File: src/rtl/core/arm_dp_pkg.sv
// Shared types and constants for the ARM data-processing ALU pipeline.
// No dependencies; imported by every module of the block.
package arm_dp_pkg;

  localparam int unsigned DataW = 32;
  localparam int unsigned AmtW  = 8;
  localparam int unsigned Sh5W  = 5;

  // NZCV bit positions
  localparam int unsigned FlagN = 3;
  localparam int unsigned FlagZ = 2;
  localparam int unsigned FlagC = 1;
  localparam int unsigned FlagV = 0;

  // r15 reads one word ahead when a register-specified shift is used
  localparam logic [DataW-1:0] PcOffset = 32'd4;

  typedef enum logic [3:0] {
    OP_AND = 4'd0,  OP_EOR = 4'd1,  OP_SUB = 4'd2,  OP_RSB = 4'd3,
    OP_ADD = 4'd4,  OP_ADC = 4'd5,  OP_SBC = 4'd6,  OP_RSC = 4'd7,
    OP_TST = 4'd8,  OP_TEQ = 4'd9,  OP_CMP = 4'd10, OP_CMN = 4'd11,
    OP_ORR = 4'd12, OP_MOV = 4'd13, OP_BIC = 4'd14, OP_MVN = 4'd15
  } alu_op_e;

  typedef enum logic [1:0] {
    SHK_LSL = 2'd0,
    SHK_LSR = 2'd1,
    SHK_ASR = 2'd2,
    SHK_ROR = 2'd3
  } shift_kind_e;

  // Operand-2 shifter behavior, resolved ahead of the barrel shifter
  typedef enum logic [2:0] {
    SM_PASS     = 3'd0,  // value as is, carry unchanged
    SM_PASS_C31 = 3'd1,  // value as is, carry = bit 31
    SM_NORM     = 3'd2,  // shift by 1..31
    SM_RRX      = 3'd3,  // rotate right through carry
    SM_ZERO_CB0 = 3'd4,  // zero, carry = bit 0
    SM_ZERO_C31 = 3'd5,  // zero, carry = bit 31
    SM_ZERO_CZ  = 3'd6,  // zero, carry = 0
    SM_FILL     = 3'd7   // sign fill, carry = bit 31
  } shift_mode_e;

  typedef struct packed {
    logic [3:0]       cmd;
    logic [DataW-1:0] first_operand;
    logic [DataW-1:0] second_operand;
    logic             use_immediate;
    logic             immediate_rotated;
    logic [1:0]       shift_kind;
    logic [AmtW-1:0]  shift_amount;
    logic             shift_by_register;
    logic             upd_flags;
    logic [3:0]       flags_in;
    logic             first_is_pc;
    logic             second_is_pc;
  } dp_in_t;

  typedef struct packed {
    logic [DataW-1:0] result;
    logic             write_result;
    logic [3:0]       flags_out;
  } dp_out_t;

  // operand stage -> shift stage
  typedef struct packed {
    logic [3:0]       cmd;
    logic [DataW-1:0] op1;
    logic [DataW-1:0] op2;
    shift_mode_e      mode;
    shift_kind_e      kind;
    logic [Sh5W-1:0]  amt;
    logic             upd_flags;
    logic [3:0]       flags_in;
  } opnd_t;

  // shift stage -> execute stage
  typedef struct packed {
    logic [3:0]       cmd;
    logic [DataW-1:0] op1;
    logic [DataW-1:0] op2;
    logic             sh_carry;
    logic             upd_flags;
    logic [3:0]       flags_in;
  } shft_t;

  // execute stage -> flag stage
  typedef struct packed {
    logic [DataW-1:0] res;
    logic             add_c;
    logic             add_v;
    logic             logical;
    logic             is_cmp;
    logic             sh_carry;
    logic             upd_flags;
    logic [3:0]       flags_in;
  } exec_t;

endpackage

File: src/rtl/core/arm_dp_opnd.sv
// Stage 1: PC read adjust and operand-2 shift decode.
// Depends on arm_dp_pkg.
module arm_dp_opnd import arm_dp_pkg::*; (
  input  logic   clk_i,
  input  logic   rst_ni,
  input  logic   en_i,
  input  logic   valid_i,
  input  dp_in_t data_i,
  output logic   valid_o,
  output opnd_t  data_o
);

  logic  valid_q;
  opnd_t data_d, data_q;
  logic  amt_big;
  logic  amt_is32;

  always_comb begin
    data_d           = '0;
    data_d.cmd       = data_i.cmd;
    data_d.op1       = data_i.first_operand;
    data_d.op2       = data_i.second_operand;
    data_d.kind      = shift_kind_e'(data_i.shift_kind);
    data_d.amt       = data_i.shift_amount[Sh5W-1:0];
    data_d.upd_flags = data_i.upd_flags;
    data_d.flags_in  = data_i.flags_in;
    data_d.mode      = SM_NORM;
    amt_big          = |data_i.shift_amount[AmtW-1:Sh5W];
    amt_is32         = (data_i.shift_amount == AmtW'(DataW));

    if (!data_i.use_immediate && data_i.shift_by_register) begin
      if (data_i.first_is_pc)  data_d.op1 = data_i.first_operand + PcOffset;
      if (data_i.second_is_pc) data_d.op2 = data_i.second_operand + PcOffset;
    end

    priority if (data_i.use_immediate) begin
      data_d.mode = data_i.immediate_rotated ? SM_PASS_C31 : SM_PASS;
    end else if (!data_i.shift_by_register) begin
      if (data_d.amt == '0) begin
        unique case (data_d.kind)
          SHK_LSL: data_d.mode = SM_PASS;
          SHK_LSR: data_d.mode = SM_ZERO_C31;
          SHK_ASR: data_d.mode = SM_FILL;
          SHK_ROR: data_d.mode = SM_RRX;
          default: data_d.mode = SM_PASS;
        endcase
      end
    end else if (data_i.shift_amount == '0) begin
      data_d.mode = SM_PASS;
    end else if (amt_big || data_d.amt == '0) begin
      // amount of 32 or more
      unique case (data_d.kind)
        SHK_LSL: data_d.mode = amt_is32 ? SM_ZERO_CB0 : SM_ZERO_CZ;
        SHK_LSR: data_d.mode = amt_is32 ? SM_ZERO_C31 : SM_ZERO_CZ;
        SHK_ASR: data_d.mode = SM_FILL;
        SHK_ROR: data_d.mode = (data_d.amt == '0) ? SM_PASS_C31 : SM_NORM;
        default: data_d.mode = SM_PASS;
      endcase
    end
  end

  always_ff @(posedge clk_i or negedge rst_ni) begin
    if (!rst_ni) begin
      valid_q <= 1'b0;
    end else if (en_i) begin
      valid_q <= valid_i;
    end
  end

  always_ff @(posedge clk_i) begin
    if (en_i) begin
      data_q <= data_d;
    end
  end

  assign valid_o = valid_q;
  assign data_o  = data_q;

endmodule

File: src/rtl/core/arm_dp_shift.sv
// Stage 2: 32-bit barrel shifter with shifter carry-out.
// Depends on arm_dp_pkg.
module arm_dp_shift import arm_dp_pkg::*; (
  input  logic  clk_i,
  input  logic  rst_ni,
  input  logic  en_i,
  input  logic  valid_i,
  input  opnd_t data_i,
  output logic  valid_o,
  output shft_t data_o
);

  logic              valid_q;
  shft_t             data_d, data_q;
  logic [DataW:0]    lsl_w, lsr_w, asr_w;
  logic [2*DataW-1:0] ror_w;
  logic [DataW-1:0]  v;
  logic              cin;

  always_comb begin
    v     = data_i.op2;
    cin   = data_i.flags_in[FlagC];
    lsl_w = {1'b0, v} << data_i.amt;
    lsr_w = {v, 1'b0} >> data_i.amt;
    asr_w = $unsigned($signed({v, 1'b0}) >>> data_i.amt);
    ror_w = {v, v} >> data_i.amt;

    data_d           = '0;
    data_d.cmd       = data_i.cmd;
    data_d.op1       = data_i.op1;
    data_d.upd_flags = data_i.upd_flags;
    data_d.flags_in  = data_i.flags_in;
    data_d.op2       = v;
    data_d.sh_carry  = cin;

    unique case (data_i.mode)
      SM_PASS: ;
      SM_PASS_C31: data_d.sh_carry = v[DataW-1];
      SM_RRX: begin
        data_d.op2      = {cin, v[DataW-1:1]};
        data_d.sh_carry = v[0];
      end
      SM_ZERO_CB0: begin
        data_d.op2      = '0;
        data_d.sh_carry = v[0];
      end
      SM_ZERO_C31: begin
        data_d.op2      = '0;
        data_d.sh_carry = v[DataW-1];
      end
      SM_ZERO_CZ: begin
        data_d.op2      = '0;
        data_d.sh_carry = 1'b0;
      end
      SM_FILL: begin
        data_d.op2      = {DataW{v[DataW-1]}};
        data_d.sh_carry = v[DataW-1];
      end
      SM_NORM: begin
        unique case (data_i.kind)
          SHK_LSL: begin
            data_d.op2      = lsl_w[DataW-1:0];
            data_d.sh_carry = lsl_w[DataW];
          end
          SHK_LSR: begin
            data_d.op2      = lsr_w[DataW:1];
            data_d.sh_carry = lsr_w[0];
          end
          SHK_ASR: begin
            data_d.op2      = asr_w[DataW:1];
            data_d.sh_carry = asr_w[0];
          end
          SHK_ROR: begin
            data_d.op2      = ror_w[DataW-1:0];
            data_d.sh_carry = ror_w[DataW-1];
          end
          default: ;
        endcase
      end
      default: ;
    endcase
  end

  always_ff @(posedge clk_i or negedge rst_ni) begin
    if (!rst_ni) begin
      valid_q <= 1'b0;
    end else if (en_i) begin
      valid_q <= valid_i;
    end
  end

  always_ff @(posedge clk_i) begin
    if (en_i) begin
      data_q <= data_d;
    end
  end

  assign valid_o = valid_q;
  assign data_o  = data_q;

endmodule

File: src/rtl/core/arm_dp_exec.sv
// Stage 3: logic unit and 32-bit adder for the 16 data-processing opcodes.
// Depends on arm_dp_pkg.
module arm_dp_exec import arm_dp_pkg::*; (
  input  logic  clk_i,
  input  logic  rst_ni,
  input  logic  en_i,
  input  logic  valid_i,
  input  shft_t data_i,
  output logic  valid_o,
  output exec_t data_o
);

  logic             valid_q;
  exec_t            data_d, data_q;
  logic [DataW-1:0] a, b;
  logic             ci;
  logic [DataW:0]   sum;
  logic             cf;

  always_comb begin
    cf = data_i.flags_in[FlagC];
    a  = data_i.op1;
    b  = ~data_i.op2;
    ci = 1'b1;
    unique case (alu_op_e'(data_i.cmd))
      OP_RSB: begin a = data_i.op2; b = ~data_i.op1; ci = 1'b1; end
      OP_ADD, OP_CMN: begin b = data_i.op2; ci = 1'b0; end
      OP_ADC: begin b = data_i.op2; ci = cf; end
      OP_SBC: ci = cf;
      OP_RSC: begin a = data_i.op2; b = ~data_i.op1; ci = cf; end
      default: ;
    endcase
    sum = {1'b0, a} + {1'b0, b} + {{DataW{1'b0}}, ci};

    data_d           = '0;
    data_d.add_c     = sum[DataW];
    data_d.add_v     = (a[DataW-1] ^ sum[DataW-1]) & (b[DataW-1] ^ sum[DataW-1]);
    data_d.sh_carry  = data_i.sh_carry;
    data_d.upd_flags = data_i.upd_flags;
    data_d.flags_in  = data_i.flags_in;
    data_d.is_cmp    = (data_i.cmd[3:2] == 2'b10);
    data_d.logical   = 1'b1;
    data_d.res       = sum[DataW-1:0];

    unique case (alu_op_e'(data_i.cmd))
      OP_AND, OP_TST: data_d.res = data_i.op1 & data_i.op2;
      OP_EOR, OP_TEQ: data_d.res = data_i.op1 ^ data_i.op2;
      OP_ORR:         data_d.res = data_i.op1 | data_i.op2;
      OP_MOV:         data_d.res = data_i.op2;
      OP_BIC:         data_d.res = data_i.op1 & ~data_i.op2;
      OP_MVN:         data_d.res = ~data_i.op2;
      default:        data_d.logical = 1'b0;
    endcase
  end

  always_ff @(posedge clk_i or negedge rst_ni) begin
    if (!rst_ni) begin
      valid_q <= 1'b0;
    end else if (en_i) begin
      valid_q <= valid_i;
    end
  end

  always_ff @(posedge clk_i) begin
    if (en_i) begin
      data_q <= data_d;
    end
  end

  assign valid_o = valid_q;
  assign data_o  = data_q;

endmodule

File: src/rtl/core/arm_dp_flags.sv
// Stage 4: NZCV update and output register.
// Depends on arm_dp_pkg.
module arm_dp_flags import arm_dp_pkg::*; (
  input  logic    clk_i,
  input  logic    rst_ni,
  input  logic    en_i,
  input  logic    valid_i,
  input  exec_t   data_i,
  output logic    valid_o,
  output dp_out_t data_o
);

  logic    valid_q;
  dp_out_t data_d, data_q;
  logic    upd;

  always_comb begin
    upd                  = data_i.upd_flags | data_i.is_cmp;
    data_d.result        = data_i.is_cmp ? '0 : data_i.res;
    data_d.write_result  = ~data_i.is_cmp;
    data_d.flags_out     = data_i.flags_in;
    if (upd) begin
      data_d.flags_out[FlagN] = data_i.res[DataW-1];
      data_d.flags_out[FlagZ] = (data_i.res == '0);
      if (data_i.logical) begin
        data_d.flags_out[FlagC] = data_i.sh_carry;
      end else begin
        data_d.flags_out[FlagC] = data_i.add_c;
        data_d.flags_out[FlagV] = data_i.add_v;
      end
    end
  end

  always_ff @(posedge clk_i or negedge rst_ni) begin
    if (!rst_ni) begin
      valid_q <= 1'b0;
    end else if (en_i) begin
      valid_q <= valid_i;
    end
  end

  always_ff @(posedge clk_i) begin
    if (en_i) begin
      data_q <= data_d;
    end
  end

  assign valid_o = valid_q;
  assign data_o  = data_q;

endmodule

File: src/rtl/core/arm_data_processing_alu.sv
// ARMv4 data-processing ALU with barrel shifter, top level.
// Depends on arm_dp_pkg and the four arm_dp_* stage modules.
//
// One data-processing instruction (AND..MVN) per beat. The block accepts a
// new beat every clock cycle while in_stall_o is low. Stages in order:
// stage 1 adds the r15 read offset and resolves the shifter mode, stage 2
// runs the barrel shifter, stage 3 the logic unit and the 32-bit adder,
// stage 4 updates NZCV into the output register. Each stage holds its own
// valid bit; a stage moves whenever it is empty or the stage after it moves,
// so bubbles collapse under output stall and nothing is dropped or repeated.
// in_stall_o rises only when all four stages hold a beat and out_stall_i is
// high. Unstalled, throughput is one beat per cycle (single-pass pipeline).
module arm_data_processing_alu import arm_dp_pkg::*; (
  input  logic    clk_i,
  input  logic    rst_ni,
  input  logic    in_valid_i,
  output logic    in_stall_o,
  input  dp_in_t  in_data_i,
  output logic    out_valid_o,
  input  logic    out_stall_i,
  output dp_out_t out_data_o
);

  logic  v1, v2, v3, v4;
  logic  en1, en2, en3, en4;
  opnd_t s1;
  shft_t s2;
  exec_t s3;

  // stage advance chain, output side first
  assign en4 = ~v4 | ~out_stall_i;
  assign en3 = ~v3 | en4;
  assign en2 = ~v2 | en3;
  assign en1 = ~v1 | en2;

  assign in_stall_o  = ~en1;
  assign out_valid_o = v4;

  arm_dp_opnd u_opnd (
    .clk_i   (clk_i),
    .rst_ni  (rst_ni),
    .en_i    (en1),
    .valid_i (in_valid_i),
    .data_i  (in_data_i),
    .valid_o (v1),
    .data_o  (s1)
  );

  arm_dp_shift u_shift (
    .clk_i   (clk_i),
    .rst_ni  (rst_ni),
    .en_i    (en2),
    .valid_i (v1),
    .data_i  (s1),
    .valid_o (v2),
    .data_o  (s2)
  );

  arm_dp_exec u_exec (
    .clk_i   (clk_i),
    .rst_ni  (rst_ni),
    .en_i    (en3),
    .valid_i (v2),
    .data_i  (s2),
    .valid_o (v3),
    .data_o  (s3)
  );

  arm_dp_flags u_flags (
    .clk_i   (clk_i),
    .rst_ni  (rst_ni),
    .en_i    (en4),
    .valid_i (v3),
    .data_i  (s3),
    .valid_o (v4),
    .data_o  (out_data_o)
  );

endmodule

File: config.mk
export PLATFORM = sky130hd
export DESIGN_NAME = arm_data_processing_alu
export DESIGN_NICKNAME = d
export VERILOG_FILES = /design/src/rtl/core/arm_dp_pkg.sv /design/src/rtl/core/arm_dp_opnd.sv /design/src/rtl/core/arm_dp_shift.sv /design/src/rtl/core/arm_dp_exec.sv /design/src/rtl/core/arm_dp_flags.sv /design/src/rtl/core/arm_data_processing_alu.sv
export SDC_FILE = /design/constraint.sdc
export NUM_CORES = 1
export LEC_CHECK = 0
export CORE_MARGIN = 2
export CORE_UTILIZATION = 55
export DETAILED_ROUTE_END_ITERATION = 6
export DONT_BUFFER_PORTS = 1
export GPL_TIMING_DRIVEN = 1
export PLACE_DENSITY = 0.75
export SYNTH_ARGS = -nofsm -noshare
export SYNTH_HDL_FRONTEND = slang
export SYNTH_SLANG_ARGS = --single-unit
File: constraint.sdc
create_clock -name clk_i -period 6 [get_ports clk_i]
set_input_delay 0.6 -clock clk_i [delete_from_list [all_inputs] [get_ports clk_i]]
set_output_delay 0.6 -clock clk_i [all_outputs]
set_load 0.02 [all_outputs]
==> results of run 1 <==
## worst max path at each step
stage                       start                end  cells past startpoint
2_1_floorplan  u_shift.data_o[72]  u_exec.data_o[41]                     17
3_3_place_gp   u_shift.data_o[72]  u_exec.data_o[41]                     16
3_5_place_dp   u_shift.data_o[71]  u_exec.data_o[41]                     16
4_1_cts        u_shift.data_o[71]  u_exec.data_o[41]                     16
5_1_grt        u_shift.data_o[71]  u_exec.data_o[41]                     16
6_report       u_shift.data_o[71]  u_exec.data_o[41]                     16
## final cells by class
cell class | instances | area, um^2
antenna | 3 | 7.51
clock buffer | 30 | 644
clock inverter | 12 | 125
fill | 2977 | 14300
inverter | 96 | 360
multi-input combinational | 1672 | 11100
sequential | 240 | 7190
tap | 455 | 569
timing repair buffer | 42 | 355
## sequential cells by signal, indices dropped and copies added, names as in the netlist
name / count
u_exec.data_o: 42
u_exec.valid_o: 1
u_flags.data_o: 37
u_flags.valid_o: 1
u_opnd.data_o: 83
u_opnd.valid_o: 1
u_shift.data_o: 74
u_shift.valid_o: 1
## cells in the mapped netlist, drive strengths merged (4+ instances only)
cell type,number,share of area [%]
o21bai,8,0.31
o211ai,25,0.97
a221oi,31,1.4
nand2b,21,0.68
nand3,44,1.1
nand2,236,4.6
o22ai,30,0.97
a21o,12,0.47
a22oi,11,0.43
clkbuf,119,2.3
or3,7,0.23
nand4,14,0.45
ha,69,4.5
nor2,250,4.8
and4,5,0.23
a21boi,4,0.16
o22a,5,0.23
a2111oi,6,0.30
a21oi,182,4.7
dfrtp,4,0.52
mux4,43,5.0
xor2,53,2.4
nor3,32,0.83
o21ai,173,4.5
a211oi,23,0.92
a31oi,20,0.65
buf,53,1.5
and2,10,0.32
nor2b,44,1.4
or2,12,0.39
edfxtp,236,37
xnor2,58,2.6
o31ai,11,0.48
and3,18,0.58
o221ai,43,1.9
mux2,20,1.2
mux2i,89,4.6
nor4,9,0.29
inv,95,1.8
o21a,9,0.35
## cells by family (layout without fill, tap and decap cells)
kind of cell | count (synthesis) | in the layout | share of synthesized area [%]
flip-flops | 240 | 240 | 37.1
AND/OR/NAND/NOR | 709 | 709 | 16.3
AO/OA/AOI/OAI | 629 | 629 | 20.5
adder cells (fa/ha/maj) | 71 | 71 | 4.66
buffers and inverters | 268 | 180 | 5.70
multiplexers | 152 | 152 | 10.8
other | 0 | 3 | 0
XOR/XNOR | 111 | 111 | 5.02
## cells in the final DEF, fill, tap and decap left out, types with 21 or more instances in the layout
master / netlist / final
a211oi_1: 22 / 22
a21oi_1: 182 / 181
a221oi_1: 30 / 30
buf_4: 16 / 38
clkbuf_16: 0 / 25
edfxtp_1: 236 / 236
ha_1: 69 / 69
inv_1: 92 / 92
mux2i_1: 89 / 89
mux4_2: 43 / 43
nand2_1: 236 / 235
nand2b_1: 21 / 21
nand3_1: 44 / 43
nor2_1: 250 / 247
nor2b_1: 44 / 44
nor3_1: 32 / 30
o211ai_1: 25 / 25
o21ai_0: 171 / 171
o221ai_1: 43 / 43
o22ai_1: 30 / 30
xnor2_1: 58 / 58
xor2_1: 53 / 53
## stage by stage
| step | area [um^2] | util [%] |
|---|---|---|
| floorplan | 19400 | - |
| global placement | 19600 | 56.6 |
| detailed placement | 19600 | 56.6 |
| CTS | 20400 | 58.8 |
| global route | 20400 | 58.8 |
| finish | 20400 | 58.8 |
## power by group
group,switching (uW),internal (uW)
sequential,548,2350
combinational,1850,1100
clock,650,852
## per-layer routing
| layer | share of wire [%] | global-route usage, % |
|---|---|---|
| met5 | 0.020 | 0 |
| met4 | 3.8 | 12.5 |
| met3 | 13 | 10.2 |
| met2 | 41 | 53.6 |
| met1 | 42 | 53.8 |
==> impl_metrics.json, run 1 <==
{
  "startpoint_type": "register",
  "grt_pass1_vias": 16400,
  "die_w_um": 192,
  "power.leakage_uw": 0.00778,
  "drv_cap": 0,
  "async_flop_share_pct": 1.67,
  "worstPathCellList": "nor2_1 -> nor2_1 -> inv_1 -> a21oi_2 -> buf_4 -> o221ai_1 -> ha_1 -> nor2b_1 -> o31ai_2 -> a211o_2 -> a211oi_2 -> a2111oi_2 -> o31ai_2 -> a221oi_2 -> xor2_1 -> o21ai_0",
  "clockBufferDepth": 3,
  "hold_ws_ns": 0.160,
  "cp_num_buf_inv": 2,
  "finalHoldViolations": 0,
  "cts_tree": "yes",
  "crit_fanout": 31,
  "die_y_um": 192,
  "ios": 131,
  "synth_fp_nets": 2343,
  "reg2reg_slack_ns": 0.93,
  "synth_cell_type_count": 76,
  "p_per_area_nw_per_um2": 361,
  "cts_setup_buffers": 0,
  "finalNonFillerCells": 2550,
  "cts_resized": 0,
  "mappedNetlistArea_um2": 19400,
  "synth.avg_cell_area_um2": 8.88,
  "syn_inst": 2180,
  "grt_usage_pct": 37.2,
  "drc_errors": 0,
  "core_area_um2": 34600,
  "seq_area_frac_synth_pct": 37.1,
  "clk_latency_ns": 0.55,
  "dieArea_um2": 36700,
  "gp_congestion": 1.02,
  "synth_ff_type": "edfxtp_1",
  "drtAntennaViolNets": 0,
  "tns_ns": 0,
  "hp-class": "input pin to register",
  "initial_core_util_pct": 55.9,
  "r2r_start": "u_shift.data_o[71]",
  "outcome": "completed",
  "dp_cells": 2504,
  "hp-start": "in_data_i[21]",
  "worst_slack_ns": 0.933,
  "clk_pin_slew_worst_paths_ns": 0.06,
  "portBuffers": 0,
  "critical-path-max-stage-delay_ns": 0.77,
  "wirelength_um": 68400,
  "worstMarginPinSlew_ns": 1.26,
  "cts_buffers": 25,
  "htreeDepth": 1,
  "num_vias": 17600,
  "yosys_warnings": 0,
  "viasPerCell": 6.91,
  "grt_max_degree": 99,
  "total_power_uw": 7360,
  "cp_slowest_cell": "edfxtp_1",
  "finalClockSkew_ns": 0.0251,
  "drt_pre_antenna_iters": 6,
  "grt_overflow": 0,
  "wl_per_cell_um": 26.8,
  "grt_first_pass_wirelength_um": 102000,
  "crit_family": "compound AO/OA/AOI/OAI gates",
  "layout-drive-gt1-share_pct": 8.27,
  "path_class": "register to register",
  "hold_end": "u_opnd.data_o[16]",
  "drtIter0Drc": 2558,
  "dp_slack_ns": 1.14,
  "ys_ff_latch": 240,
  "vdd_drop_max_mv": 0.287,
  "hold_depth": 0,
  "setup_violations": 0,
  "num-nets-final": 2240,
  "cts_num_sinks": 240,
  "cp_data_arrival_time_ns": 5.33,
  "rsz0062_at_grt": "no",
  "syn_to_final_growth_pct": 5.21,
  "worst_setup_path_end_kind": "register",
  "cts-root-buf": "clkbuf_16",
  "fin_crit_ns": 5.07,
  "r2r_cells": 16,
  "timing.rr.end": "u_exec.data_o[41]",
  "synth-edff-count": 236,
  "grt_antenna_before_repair": 5,
  "fmax_ghz": 0.197,
  "hold_buffers": 1,
  "finalCritPeriodShare_pct": 84.4,
  "relSlewSlack_pct": 15.8,
  "dp_hpwl_um": 49500,
  "num_rows": 68,
  "final_max_slew_viol_count": 0,
  "worstPathRequired_ns": 6.26
}
No activity file was read; power rests on OpenSTA's default activity.
==> run 2, diff against run 1 <==
- PLACE_DENSITY: 0.75 -> 0.78
- clock period: 6 -> 4.15 ns (I/O delays scaled with it)
==> impl_metrics.json, run 2 (synthesis gave the netlist of run 1 again) <==
{
  "cts-root-buf": "clkbuf_16",
  "wirelength_um": 68700,
  "drv_cap": 0,
  "viasPerCell": 6.78,
  "grt_usage_pct": 36.9,
  "ios": 131,
  "dpl-instance-area_um2": 20200,
  "drt_pre_antenna_iters": 5,
  "hp-class": "input pin to register",
  "path_class": "register to register",
  "setup_violations": 0,
  "dp_hpwl_um": 50800,
  "largest_register_ffs": 83,
  "final_common_cell": "nor2_1",
  "core_area_um2": 34600,
  "worstPathRequired_ns": 4.51,
  "fin_crit_ns": 4.03,
  "outcome": "completed",
  "grt_use_met3_pct": 8.90,
  "hold_end": "u_opnd.data_o[50]",
  "grt_max_degree": 96,
  "htreeDepth": 1,
  "num_rows": 68,
  "portBuffers": 0,
  "grt.busiest_layer": "met1",
  "syn_to_final_growth_pct": 10.8,
  "hp-start": "in_data_i[55]",
  "wl_per_cell_um": 25.9,
  "grt_use_met2_pct": 53.6,
  "p_per_area_nw_per_um2": 518,
  "clk_latency_ns": 0.55,
  "initial_core_util_pct": 55.9,
  "final_area_um2": 21500,
  "die_y_um": 192,
  "final_cell_mix": "nor2_1, edfxtp_1, nand2_1, a21oi_1, o21ai_0",
  "num-nets-final": 2343,
  "cp_data_arrival_time_ns": 4.39,
  "reg2reg_slack_ns": 0.12,
  "grt_overflow": 0,
  "finalNonFillerCells": 2654,
  "vdd_drop_max_mv": 0.387,
  "final_max_slew_viol_count": 0,
  "layout-drive-gt1-share_pct": 12.2,
  "grt_pass1_vias": 16500,
  "drtAntennaViolNets": 0,
  "fmax_ghz": 0.248,
  "r2r_cells": 17,
  "drc_errors": 0,
  "clk_pin_slew_worst_paths_ns": 0.06,
  "drtIter0Drc": 2430,
  "crit_fanout": 16,
  "power.leakage_uw": 0.00835,
  "cts_tree": "yes",
  "dp_cells": 2578,
  "worst_setup_path_end_kind": "register",
  "grtUsageMet1_pct": 54.0,
  "r2r_start": "u_shift.data_o[72]",
  "cts_num_sinks": 240,
  "dieArea_um2": 36700,
  "worstMarginPinSlew_ns": 0.891,
  "hold_depth": 2,
  "finalHoldViolations": 0,
  "timing.rr.end": "u_exec.data_o[8]",
  "cts_buffers": 26,
  "grt_antenna_before_repair": 1,
  "total_power_uw": 11100,
  "startpoint_type": "register",
  "finalClockSkew_ns": 0.0299,
  "relSlewSlack_pct": 40.4,
  "finalCritPeriodShare_pct": 97.1,
  "clockBufferDepth": 3,
  "num_vias": 18000,
  "gp_congestion": 1.04,
  "diodes": 0,
  "die_w_um": 192,
  "grt_first_pass_wirelength_um": 102000,
  "num-fill-cells": 2807
}
-- run 2: cell count changes in the layout (fill, tap and decap cells not counted), moves of 3 or more --
cell and change:
buf_12 +6, diode_2 -3, a21oi_1 -3, buf_4 +74, dlygate4sd3_1 +21, clkinv_1 +3
clkinv_2 +3, clkbuf_16 +3, clkbuf_1 -3, clkinv_4 -3
-- run 2: worst max-delay path by stage --
stage | startpoint | to | cells past startpoint
floorplan | u_shift.data_o[72] | u_exec.data_o[41] | 17
global placement | u_shift.data_o[72] | u_exec.data_o[34] | 18
detailed placement | u_shift.data_o[72] | u_exec.data_o[41] | 17
CTS | u_shift.data_o[72] | u_exec.data_o[41] | 17
global route | u_shift.data_o[72] | u_exec.data_o[8] | 17
finish | u_shift.data_o[72] | u_exec.data_o[8] | 17
-- run 2: layer usage --
layer | vias up | routed length (um)
met5 | - | 8
met4 | 2 | 2470
met3 | 157 | 8840
met2 | 1217 | 28800
met1 | 8585 | 28600
li1 | 8038 | -
-- run 2: what timing repair did --
item                       in CTS  in global routing
setup buffers                   0                  6
gates resized for setup         0                 16
setup endpoints to repair       0                 12
hold buffers                   22                  0
hold endpoints to repair       25                  0
-- run 2: area by class of cell --
type	instances	area [um^2]	area share (%)
clock inverter	18	179	0.834
inverter	96	360	1.68
timing repair buffer	144	1270	5.90
multi-input combinational	1672	11200	52.2
sequential	240	7190	33.5
clock buffer	29	683	3.18
tap	455	569	2.65
-- run 2: report_power, final --
part	total [uW]	switching (uW)	internal [uW]
clock	2330	958	1370
sequential	4110	717	3390
combinational	4660	2800	1860
total	11100	4480	6630
-- run 2: worst max-delay path, stage by stage, from the launching register on --
cell	delay, ns
edfxtp_1	0.45
buf_4	0.19
nor2b_1	0.19
nand3_2	0.14
o21ai_4	0.12
buf_12	0.18
nand2_1	0.08
o221ai_2	0.10
ha_1	0.27
nor2b_1	0.15
o31ai_2	0.29
a211o_2	0.21
a211oi_2	0.09
a2111oi_4	0.43
o31ai_4	0.12
a221oi_2	0.31
xor2_1	0.28
mux2i_1	0.26
-- run 2: through the flow --
stage	hold slack, ns	util, %	setup slack, ns	TNS (ns)
6_report	0.0584	62.0	0.122	0
5_1_grt	0.0603	62.0	-0.0181	-0.0270
4_1_cts	0.0378	61.5	0.0720	0
3_5_place_dp	0.120	58.4	0.0860	0
3_3_place_gp	0.120	58.4	0.200	0
2_1_floorplan	0.119	-	0.0748	0
